### config.mk
export PLATFORM = sky130hd
export DESIGN_NAME = ook_wind_sensor_pulse_decoder
export DESIGN_NICKNAME = d
export VERILOG_FILES = /design/src/design/owsp_pkg.sv /design/src/design/owsp_front.sv /design/src/design/owsp_cmd_queue.sv /design/src/design/owsp_back.sv /design/src/design/ook_wind_sensor_pulse_decoder.sv
export SDC_FILE = /design/constraint.sdc
export NUM_CORES = 1
export LEC_CHECK = 0
export BUFFER_PORTS_ARGS = -buffer_cell sky130_fd_sc_hd__buf_2
export CORE_MARGIN = 10
export CORE_UTILIZATION = 55
export CTS_BUF_LIST = sky130_fd_sc_hd__clkbuf_2
export CTS_CLUSTER_DIAMETER = 60
export CTS_CLUSTER_SIZE = 25
export DETAILED_ROUTE_END_ITERATION = 10
export PLACE_DENSITY_LB_ADDON = 0.25
export SLEW_MARGIN = 20
export SYNTH_ARGS = -nofsm -noshare
export SYNTH_HDL_FRONTEND = slang
export SYNTH_SLANG_ARGS = --single-unit
### constraint.sdc
create_clock -name clk -period 4.9 [get_ports clk]
set_input_delay 1.47 -clock clk [delete_from_list [all_inputs] [get_ports clk]]
set_output_delay 1.47 -clock clk [all_outputs]
set_load 0.05 [all_outputs]
### src/design/owsp_pkg.sv
// ----------------------------------------------------------------------------
// owsp_pkg
// Shared types, constants and the message checksum for the wind sensor
// pulse decoder.
// ----------------------------------------------------------------------------
package owsp_pkg;

	localparam int TIME_BITS = 32;
	localparam int CFG_W     = 16;
	localparam int CFG_IDX_W = 2;
	localparam int MSG_BITS  = 36;
	localparam int POS_W     = 6;
	localparam int CQ_DEPTH  = 4;
	localparam int CQ_PTR_W  = 2;
	localparam int CQ_CNT_W  = 3;

	localparam logic [CFG_IDX_W-1:0] REG_BLOCK_GAP = 2'd0;
	localparam logic [CFG_IDX_W-1:0] REG_SYNC_GAP  = 2'd1;
	localparam logic [CFG_IDX_W-1:0] REG_ONE_BIT   = 2'd2;

	localparam logic [CFG_W-1:0] BLOCK_GAP_RST = 16'd30000;
	localparam logic [CFG_W-1:0] SYNC_GAP_RST  = 16'd7000;
	localparam logic [CFG_W-1:0] ONE_BIT_RST   = 16'd3300;

	localparam logic [POS_W-1:0] POS_FULL = POS_W'(MSG_BITS);

	localparam logic OP_EDGE = 1'b0;
	localparam logic OP_READ = 1'b1;

	localparam logic [1:0] SLOT_FIRST  = 2'd0;
	localparam logic [1:0] SLOT_SECOND = 2'd1;
	localparam logic [1:0] SLOT_IDLE   = 2'd2;

	// classified item handed from the front to the back
	typedef struct packed {
		logic op;
		logic gt_block;
		logic gt_sync;
		logic is_one;
	} cmd_t;

	typedef struct packed {
		logic [7:0] peak;
		logic [7:0] gust;
		logic [8:0] dir;
		logic       pair;
		logic       upd;
	} res_t;

	function automatic logic checksum_ok(input logic [MSG_BITS-1:0] msg);
		logic [3:0] sum;
		sum = 4'hf;
		for (int i = 0; i < 8; i++) begin
			sum = sum - msg[4*i +: 4];
		end
		return sum == msg[35:32];
	endfunction

endpackage

### src/design/owsp_front.sv
// ----------------------------------------------------------------------------
// owsp_front
// Accepts items, measures the edge interval and classifies it against the
// configured gaps; holds the configuration registers.
// ----------------------------------------------------------------------------
module owsp_front import owsp_pkg::*; (
	input  logic                 clk,
	input  logic                 arst_n,
	input  logic                 push,
	input  logic                 operation,
	input  logic [TIME_BITS-1:0] edge_time_us,
	input  logic                 cfg_wr_en,
	input  logic [CFG_IDX_W-1:0] cfg_index,
	input  logic [CFG_W-1:0]     cfg_data,
	input  logic                 q_full,
	output logic                 q_push,
	output cmd_t                 q_cmd
);

	logic [TIME_BITS-1:0] last_edge_q;
	logic [CFG_W-1:0]     block_gap_q;
	logic [CFG_W-1:0]     sync_gap_q;
	logic [CFG_W-1:0]     one_bit_q;
	logic [TIME_BITS-1:0] dur;

	assign q_push = push && !q_full;
	assign dur    = edge_time_us - last_edge_q;

	always_comb begin
		q_cmd.op       = operation;
		q_cmd.gt_block = dur > TIME_BITS'(block_gap_q);
		q_cmd.gt_sync  = dur > TIME_BITS'(sync_gap_q);
		q_cmd.is_one   = dur >= TIME_BITS'(one_bit_q);
	end

	always_ff @(posedge clk or negedge arst_n) begin
		if (!arst_n) begin
			last_edge_q <= '0;
		end else if (q_push && operation == OP_EDGE) begin
			last_edge_q <= edge_time_us;
		end
	end

	always_ff @(posedge clk or negedge arst_n) begin
		if (!arst_n) begin
			block_gap_q <= BLOCK_GAP_RST;
			sync_gap_q  <= SYNC_GAP_RST;
			one_bit_q   <= ONE_BIT_RST;
		end else if (cfg_wr_en) begin
			case (cfg_index)
				REG_BLOCK_GAP: block_gap_q <= cfg_data;
				REG_SYNC_GAP:  sync_gap_q  <= cfg_data;
				REG_ONE_BIT:   one_bit_q   <= cfg_data;
				default: ;
			endcase
		end
	end

endmodule

### src/design/owsp_cmd_queue.sv
// ----------------------------------------------------------------------------
// owsp_cmd_queue
// Short queue of classified items between the front and the back.
// ----------------------------------------------------------------------------
module owsp_cmd_queue import owsp_pkg::*; (
	input  logic clk,
	input  logic arst_n,
	input  logic wr_en,
	input  cmd_t wr_data,
	output logic full,
	input  logic rd_en,
	output cmd_t rd_data,
	output logic empty
);

	cmd_t                mem_q [CQ_DEPTH];
	logic [CQ_PTR_W-1:0] wr_ptr_q;
	logic [CQ_PTR_W-1:0] rd_ptr_q;
	logic [CQ_CNT_W-1:0] cnt_q;
	logic                do_wr;
	logic                do_rd;

	assign full    = cnt_q == CQ_CNT_W'(CQ_DEPTH);
	assign empty   = cnt_q == '0;
	assign do_wr   = wr_en && !full;
	assign do_rd   = rd_en && !empty;
	assign rd_data = mem_q[rd_ptr_q];

	always_ff @(posedge clk) begin
		if (do_wr) begin
			mem_q[wr_ptr_q] <= wr_data;
		end
	end

	always_ff @(posedge clk or negedge arst_n) begin
		if (!arst_n) begin
			wr_ptr_q <= '0;
			rd_ptr_q <= '0;
			cnt_q    <= '0;
		end else begin
			if (do_wr) begin
				wr_ptr_q <= wr_ptr_q + 1'b1;
			end
			if (do_rd) begin
				rd_ptr_q <= rd_ptr_q + 1'b1;
			end
			if (do_wr && !do_rd) begin
				cnt_q <= cnt_q + 1'b1;
			end else if (do_rd && !do_wr) begin
				cnt_q <= cnt_q - 1'b1;
			end
		end
	end

endmodule

### src/design/owsp_back.sv
// ----------------------------------------------------------------------------
// owsp_back
// Carries out classified items: message assembly, pair decode, wind stores,
// and a two-entry result queue towards the output.
// ----------------------------------------------------------------------------
module owsp_back import owsp_pkg::*; (
	input  logic       clk,
	input  logic       arst_n,
	input  logic       cmd_valid,
	input  cmd_t       cmd,
	output logic       cmd_pop,
	input  logic       pop,
	output logic       empty,
	output logic [7:0] wind_speed_peak,
	output logic [7:0] wind_gust,
	output logic [8:0] wind_direction,
	output logic       pair_complete,
	output logic       wind_updated
);

	logic [1:0]          slot_q;
	logic [POS_W-1:0]    pos_q;
	logic                pos_valid_q;
	logic [MSG_BITS-1:0] msg0_q;
	logic [MSG_BITS-1:0] msg1_q;
	logic [7:0]          peak_q;
	logic [7:0]          gust_q;
	logic [8:0]          dir_q;

	logic [1:0]          slot_n;
	logic [POS_W-1:0]    pos_n;
	logic                pos_valid_n;
	logic [MSG_BITS-1:0] msg0_n;
	logic [MSG_BITS-1:0] msg1_n;
	logic [7:0]          peak_n;
	logic [7:0]          gust_n;
	logic [8:0]          dir_n;
	res_t                res;

	res_t                oq_q [2];
	logic                oq_wr_q;
	logic                oq_rd_q;
	logic [1:0]          oq_cnt_q;
	logic                out_pop;

	assign cmd_pop = cmd_valid && oq_cnt_q != 2'd2;
	assign empty   = oq_cnt_q == 2'd0;
	assign out_pop = pop && !empty;

	always_comb begin
		slot_n      = slot_q;
		pos_n       = pos_q;
		pos_valid_n = pos_valid_q;
		msg0_n      = msg0_q;
		msg1_n      = msg1_q;
		peak_n      = peak_q;
		gust_n      = gust_q;
		dir_n       = dir_q;
		res.peak    = peak_q;
		res.gust    = gust_q;
		res.dir     = dir_q;
		res.pair    = 1'b0;
		res.upd     = 1'b0;
		if (cmd.op == OP_READ) begin
			peak_n = '0;
		end else begin
			if (cmd.gt_block) begin
				slot_n = SLOT_FIRST;
			end
			if (cmd.gt_sync) begin
				if (pos_valid_q && pos_q == POS_FULL) begin
					if (slot_n == SLOT_FIRST) begin
						slot_n = SLOT_SECOND;
					end else if (slot_n == SLOT_SECOND) begin
						slot_n   = SLOT_IDLE;
						res.pair = 1'b1;
						// a wind frame has bits 9 and 10 set in the first message
						if (checksum_ok(msg0_q) && msg0_q[10:9] == 2'b11
								&& checksum_ok(msg1_q)) begin
							res.upd = 1'b1;
							if (msg0_q[31:24] > peak_q) begin
								peak_n = msg0_q[31:24];
							end
							gust_n = msg1_q[31:24];
							dir_n  = msg1_q[23:15];
						end
					end
				end
				pos_n       = '0;
				pos_valid_n = 1'b1;
			end else if (slot_n inside {SLOT_FIRST, SLOT_SECOND} && pos_valid_q) begin
				if (pos_q < POS_FULL) begin
					if (slot_n == SLOT_FIRST) begin
						msg0_n[pos_q] = cmd.is_one;
					end else begin
						msg1_n[pos_q] = cmd.is_one;
					end
					pos_n = pos_q + 1'b1;
				end else begin
					// too many bits: drop until the next sync
					pos_n       = '0;
					pos_valid_n = 1'b0;
				end
			end
			res.peak = peak_n;
			res.gust = gust_n;
			res.dir  = dir_n;
		end
	end

	always_ff @(posedge clk or negedge arst_n) begin
		if (!arst_n) begin
			slot_q      <= SLOT_IDLE;
			pos_q       <= '0;
			pos_valid_q <= 1'b0;
			msg0_q      <= '0;
			msg1_q      <= '0;
			peak_q      <= '0;
			gust_q      <= '0;
			dir_q       <= '0;
		end else if (cmd_pop) begin
			slot_q      <= slot_n;
			pos_q       <= pos_n;
			pos_valid_q <= pos_valid_n;
			msg0_q      <= msg0_n;
			msg1_q      <= msg1_n;
			peak_q      <= peak_n;
			gust_q      <= gust_n;
			dir_q       <= dir_n;
		end
	end

	// result queue
	always_ff @(posedge clk) begin
		if (cmd_pop) begin
			oq_q[oq_wr_q] <= res;
		end
	end

	always_ff @(posedge clk or negedge arst_n) begin
		if (!arst_n) begin
			oq_wr_q  <= 1'b0;
			oq_rd_q  <= 1'b0;
			oq_cnt_q <= '0;
		end else begin
			if (cmd_pop) begin
				oq_wr_q <= !oq_wr_q;
			end
			if (out_pop) begin
				oq_rd_q <= !oq_rd_q;
			end
			if (cmd_pop && !out_pop) begin
				oq_cnt_q <= oq_cnt_q + 1'b1;
			end else if (out_pop && !cmd_pop) begin
				oq_cnt_q <= oq_cnt_q - 1'b1;
			end
		end
	end

	assign wind_speed_peak = oq_q[oq_rd_q].peak;
	assign wind_gust       = oq_q[oq_rd_q].gust;
	assign wind_direction  = oq_q[oq_rd_q].dir;
	assign pair_complete   = oq_q[oq_rd_q].pair;
	assign wind_updated    = oq_q[oq_rd_q].upd;

endmodule

### src/design/ook_wind_sensor_pulse_decoder.sv
// ----------------------------------------------------------------------------
// ook_wind_sensor_pulse_decoder
// Decodes falling-edge timestamps of an OOK wind sensor into peak speed,
// gust and direction; read requests return the values and clear the peak.
// ----------------------------------------------------------------------------
// a 4-entry item queue and a 2-entry result queue let each side stall alone
// throughput: 1 item per cycle while not full; items are classified, then
// executed by the back, one queued item a cycle while results have room
// reset: asynchronous, clears state and loads the default gap settings
module ook_wind_sensor_pulse_decoder import owsp_pkg::*; (
	input  logic                 clk,
	input  logic                 arst_n,
	input  logic                 push,
	output logic                 full,
	input  logic                 operation,
	input  logic [TIME_BITS-1:0] edge_time_us,
	output logic                 empty,
	input  logic                 pop,
	output logic [7:0]           wind_speed_peak,
	output logic [7:0]           wind_gust,
	output logic [8:0]           wind_direction,
	output logic                 pair_complete,
	output logic                 wind_updated,
	input  logic                 cfg_wr_en,
	input  logic [CFG_IDX_W-1:0] cfg_index,
	input  logic [CFG_W-1:0]     cfg_data
);

	logic q_push;
	logic q_full;
	logic q_empty;
	logic q_pop;
	cmd_t q_wr_cmd;
	cmd_t q_rd_cmd;

	assign full = q_full;

	owsp_front u_front (
		.clk          (clk),
		.arst_n       (arst_n),
		.push         (push),
		.operation    (operation),
		.edge_time_us (edge_time_us),
		.cfg_wr_en    (cfg_wr_en),
		.cfg_index    (cfg_index),
		.cfg_data     (cfg_data),
		.q_full       (q_full),
		.q_push       (q_push),
		.q_cmd        (q_wr_cmd)
	);

	owsp_cmd_queue u_queue (
		.clk     (clk),
		.arst_n  (arst_n),
		.wr_en   (q_push),
		.wr_data (q_wr_cmd),
		.full    (q_full),
		.rd_en   (q_pop),
		.rd_data (q_rd_cmd),
		.empty   (q_empty)
	);

	owsp_back u_back (
		.clk             (clk),
		.arst_n          (arst_n),
		.cmd_valid       (!q_empty),
		.cmd             (q_rd_cmd),
		.cmd_pop         (q_pop),
		.pop             (pop),
		.empty           (empty),
		.wind_speed_peak (wind_speed_peak),
		.wind_gust       (wind_gust),
		.wind_direction  (wind_direction),
		.pair_complete   (pair_complete),
		.wind_updated    (wind_updated)
	);

endmodule
==> run_results.csv <==
group,metric,value,unit
timing,skew,0.05715,ns
setup_path,crit_slowest_cell,"fa_1",
logic_synthesis,syn_avg_cell_area,10.72,um2
logic_synthesis,synth_top_area_frac,0.2808,
cts,cts_tree,"done",
cts,ctsLongestPathBuffers,3,
logic_synthesis,syn-cell-area,0.01569,mm2
drt,vias_per_cell,5.505,
grt,grt_pass1_wl,54690,um
placement,dp_hpwl,23970,um
placement,placed_area,0.01679,mm2
cts,cts_sinks,267,
drt,wire_per_inst,16.39,um
logic_synthesis,async_reset_ff_frac,0.7378,
logic_synthesis,synth_top_flop_cell,"dfrtp_1",
cts,insertion_delay,0.96,ns
setup_path,reg2reg_depth,20,
timing,setup_viol_count_final,75,
drt,firstDrtPassIters,6,
logic_synthesis,ys_top_cells_by_area,"dfrtp_1, edfxtp_1, ha_1, mux2_2, fa_1",
floorplanning,die_area,0.03567,mm2
setup_path,critPathLaunchType,"flop",
cts,hold_buffers,0,
setup_path,cpLargestDelayFamily,"adder cells",
grt,antenna_found_initial,3,
setup_path,cp-end-kind,"flop",
logic_synthesis,synth_warnings,0,
finish,layout_common_cells,"dfrtp_1, inv_1, o21ai_0, nand2_1",
outcome,status,"finished with violations",
grt,grtUsageTotal,0.1816,
finish,fin_area,0.01727,mm2
outcome,violations,"negative setup slack",
cts,cts.clk_slew.worst_paths,0.38,ns
setup_path,crit_type,"reg2reg",
timing,period_share,1.070,
logic_synthesis,synth.ff_latch_count,267,
timing,worst_pin_slew,0.9946,ns
drt,vias,10790,
timing,final.setup.tns,-11.17,ns
logic_synthesis,yosys.cell_types.count,77,
finish,nNetsFinal,1765,
drt,drtIter0Drc,670,
floorplanning,ios,85,
grt,grt-ovfl-total,0,
timing,slew_viol_final,0,
drt,wirelength,32120,um
timing,layout_setup_ws,-0.3425,ns
drt,antenna_left,0,
setup_path,path_cells,"inv_2, fa_1, inv_2, fa_1, fa_1, inv_1, fa_1, inv_1, fa_2, fa_2, xnor2_1, nor2_1, nand2_1, or3_4, and3b_1, o21ai_1, nor2_1, nand2_2, buf_6, mux2i_4",
timing,slew-limit-headroom,0.3341,
timing,final_hold_viol_count,0,
finish,drive_above_1_share,0.2228,
grt,grt_pass1_vias,11250,
setup_path,critPathBufInv,5,
power_and_ir_drop,leakage,0.007772,uW
logic_synthesis,syn-num-nets,1664,
logic_synthesis,synth_edf_count,70,
power_and_ir_drop,ir_drop,348.9,uV
floorplanning,fp.dieH,188.9,um
setup_path,crit_top_cell,"fa_1",
setup_path,worstPathArrival,6.03,ns
cts,cts_buffers,22,
logic_synthesis,seq_area_frac_synth,0.4500,
finish,area_growth,10.07,%
setup_path,slowest_delay,0.55,ns
timing,holdWs,0.5144,ns
logic_synthesis,synth_area_leader_cell,"dfrtp_1",
floorplanning,die_w,188.9,um
setup_path,cp.required,5.69,ns
timing,fmax,190.7,MHz
timing,min_period,5.242,ns
setup_path,cp.depth,20,
floorplanning,fp-row-count,61,
floorplanning,initial_core_util,0.5615,
setup_path,cp_max_fo,6,
placement,io_buffers,84,
timing,rsz0062_at_grt,"true",
finish,layout_commonest_cell,"dfrtp_1",
power_and_ir_drop,powerDensity,488.4,mW/mm2
hold_path,hold_class,"in2async",
flow_run,drv_cap,0,
logic_synthesis,synthCells,1463,
cts,htree_levels,1,
drt,drc,0,
floorplanning,core,0.02793,mm2
grt,grt_max_degree,115,
placement,gp_congestion,0.8995,
cts,cts-root-buf,"clkbuf_2",
sequential cells by signal, indices dropped and copies added (netlist names), 3 cells and up:
signal	cells
u_back.peak_q	8
u_front.last_edge_q	32
u_front.block_gap_q	16
u_front.sync_gap_q	16
u_back.dir_q	9
u_back.msg0_q	36
u_front.one_bit_q	16
u_back.oq_q	54
u_queue.cnt_q	3
u_queue.mem_q	16
u_back.pos_q	6
u_back.gust_q	8
u_back.msg1_q	36
timing repair:
item                                    4_1_cts  5_1_grt
endpoints found under the setup margin       75       75
gates resized for setup                       8        9
buffers inserted                              3        1
pin swaps                                     2        5
routing by layer:
layer  share of wire  global-route usage
met5         0.00025                   0
met4           0.021             0.04335
met3           0.043             0.03271
met2            0.49              0.3203
met1            0.44              0.2258
area by class of cell:
cell class	count	area (um2)
fill	2324	10670
multi-input combinational	973	7895
sequential	267	7059
timing repair buffer	133	838.3
inverter	167	626.9
tap	378	473.0
clock inverter	17	252.7
clock buffer	23	115.1
antenna	2	5.005
power by group:
group / leakage, uW / switching (uW) / internal, uW
registers: 0.00320 / 239 / 2840
logic: 0.00436 / 2610 / 1560
clock network: 0.000212 / 916 / 263
metrics by stage:
| step | util | total power (uW) | setup WS [ns] | cells |
|---|---|---|---|---|
| floorplan | - | 6194 | -0.1115 | 1463 |
| global placement | 0.6011 | 7200 | -0.2476 | 1914 |
| detailed placement | 0.6011 | 7306 | -0.3708 | 1914 |
| CTS | 0.6161 | 8522 | -0.2710 | 1957 |
| global route | 0.6181 | 9133 | -0.5121 | 1960 |
| finish | 0.6181 | 8433 | -0.3425 | 1960 |
worst register-to-register path, cell delays in order, from the launching register on:
cell     delay, ns
dfrtp_1       0.43
inv_2         0.04
fa_1          0.55
inv_2         0.04
fa_1          0.48
fa_1          0.49
inv_1         0.05
fa_1          0.49
inv_1         0.05
fa_2          0.35
fa_2          0.54
xnor2_1       0.07
nor2_1        0.15
nand2_1       0.10
or3_4         0.34
and3b_1       0.21
o21ai_1       0.06
nor2_1        0.14
nand2_2       0.16
buf_6         0.19
mux2i_4       0.18
cell families (layout without fill, tap and decap cells):
family          Yosys count  after routing  synth area share
simple gates            297            297           0.09405
compound gates          330            330            0.1347
mux                     131            131           0.09485
other cells               0              2                 0
flops                   267            267            0.4500
xor+xnor                 70             70           0.03909
fa+ha+maj               145            145            0.1329
buf+inv                 223            340           0.05448
path summary, 6_finish.rpt:
kind | slack [ns] | startpoint | to
max in group asynchronous | 3.35 | arst_n | u_front.block_gap_q[10]
min in group clk | 0.52 | u_queue.cnt_q[2] | u_queue.cnt_q[2]
setup / recovery | -0.34 | u_back.msg0_q[8] | u_back.oq_q[0][24]
hold / removal | 0.51 | arst_n | u_front.sync_gap_q[5]
setup reg to reg | -0.34 | u_back.msg0_q[8] | u_back.oq_q[0][24]
hold reg to reg | 0.52 | u_queue.cnt_q[2] | u_queue.cnt_q[2]
Yosys cell counts (11+ instances only):
cell / n
dfstp_2: 21
o21ai_0: 137
a21o_1: 19
nand4_1: 13
dfrtp_1: 176
nor2b_1: 11
nand3_1: 27
xor2_1: 18
nor3_1: 22
edfxtp_1: 70
xnor2_1: 52
nand2b_1: 12
a211oi_1: 11
and3_1: 14
buf_2: 11
mux2_2: 111
nor2_1: 44
ha_1: 109
fa_1: 36
inv_1: 165
clkbuf_1: 44
a21oi_1: 43
nand2_1: 118
o31ai_1: 50
mux2i_1: 17
(Power assumes the default switching activity.)
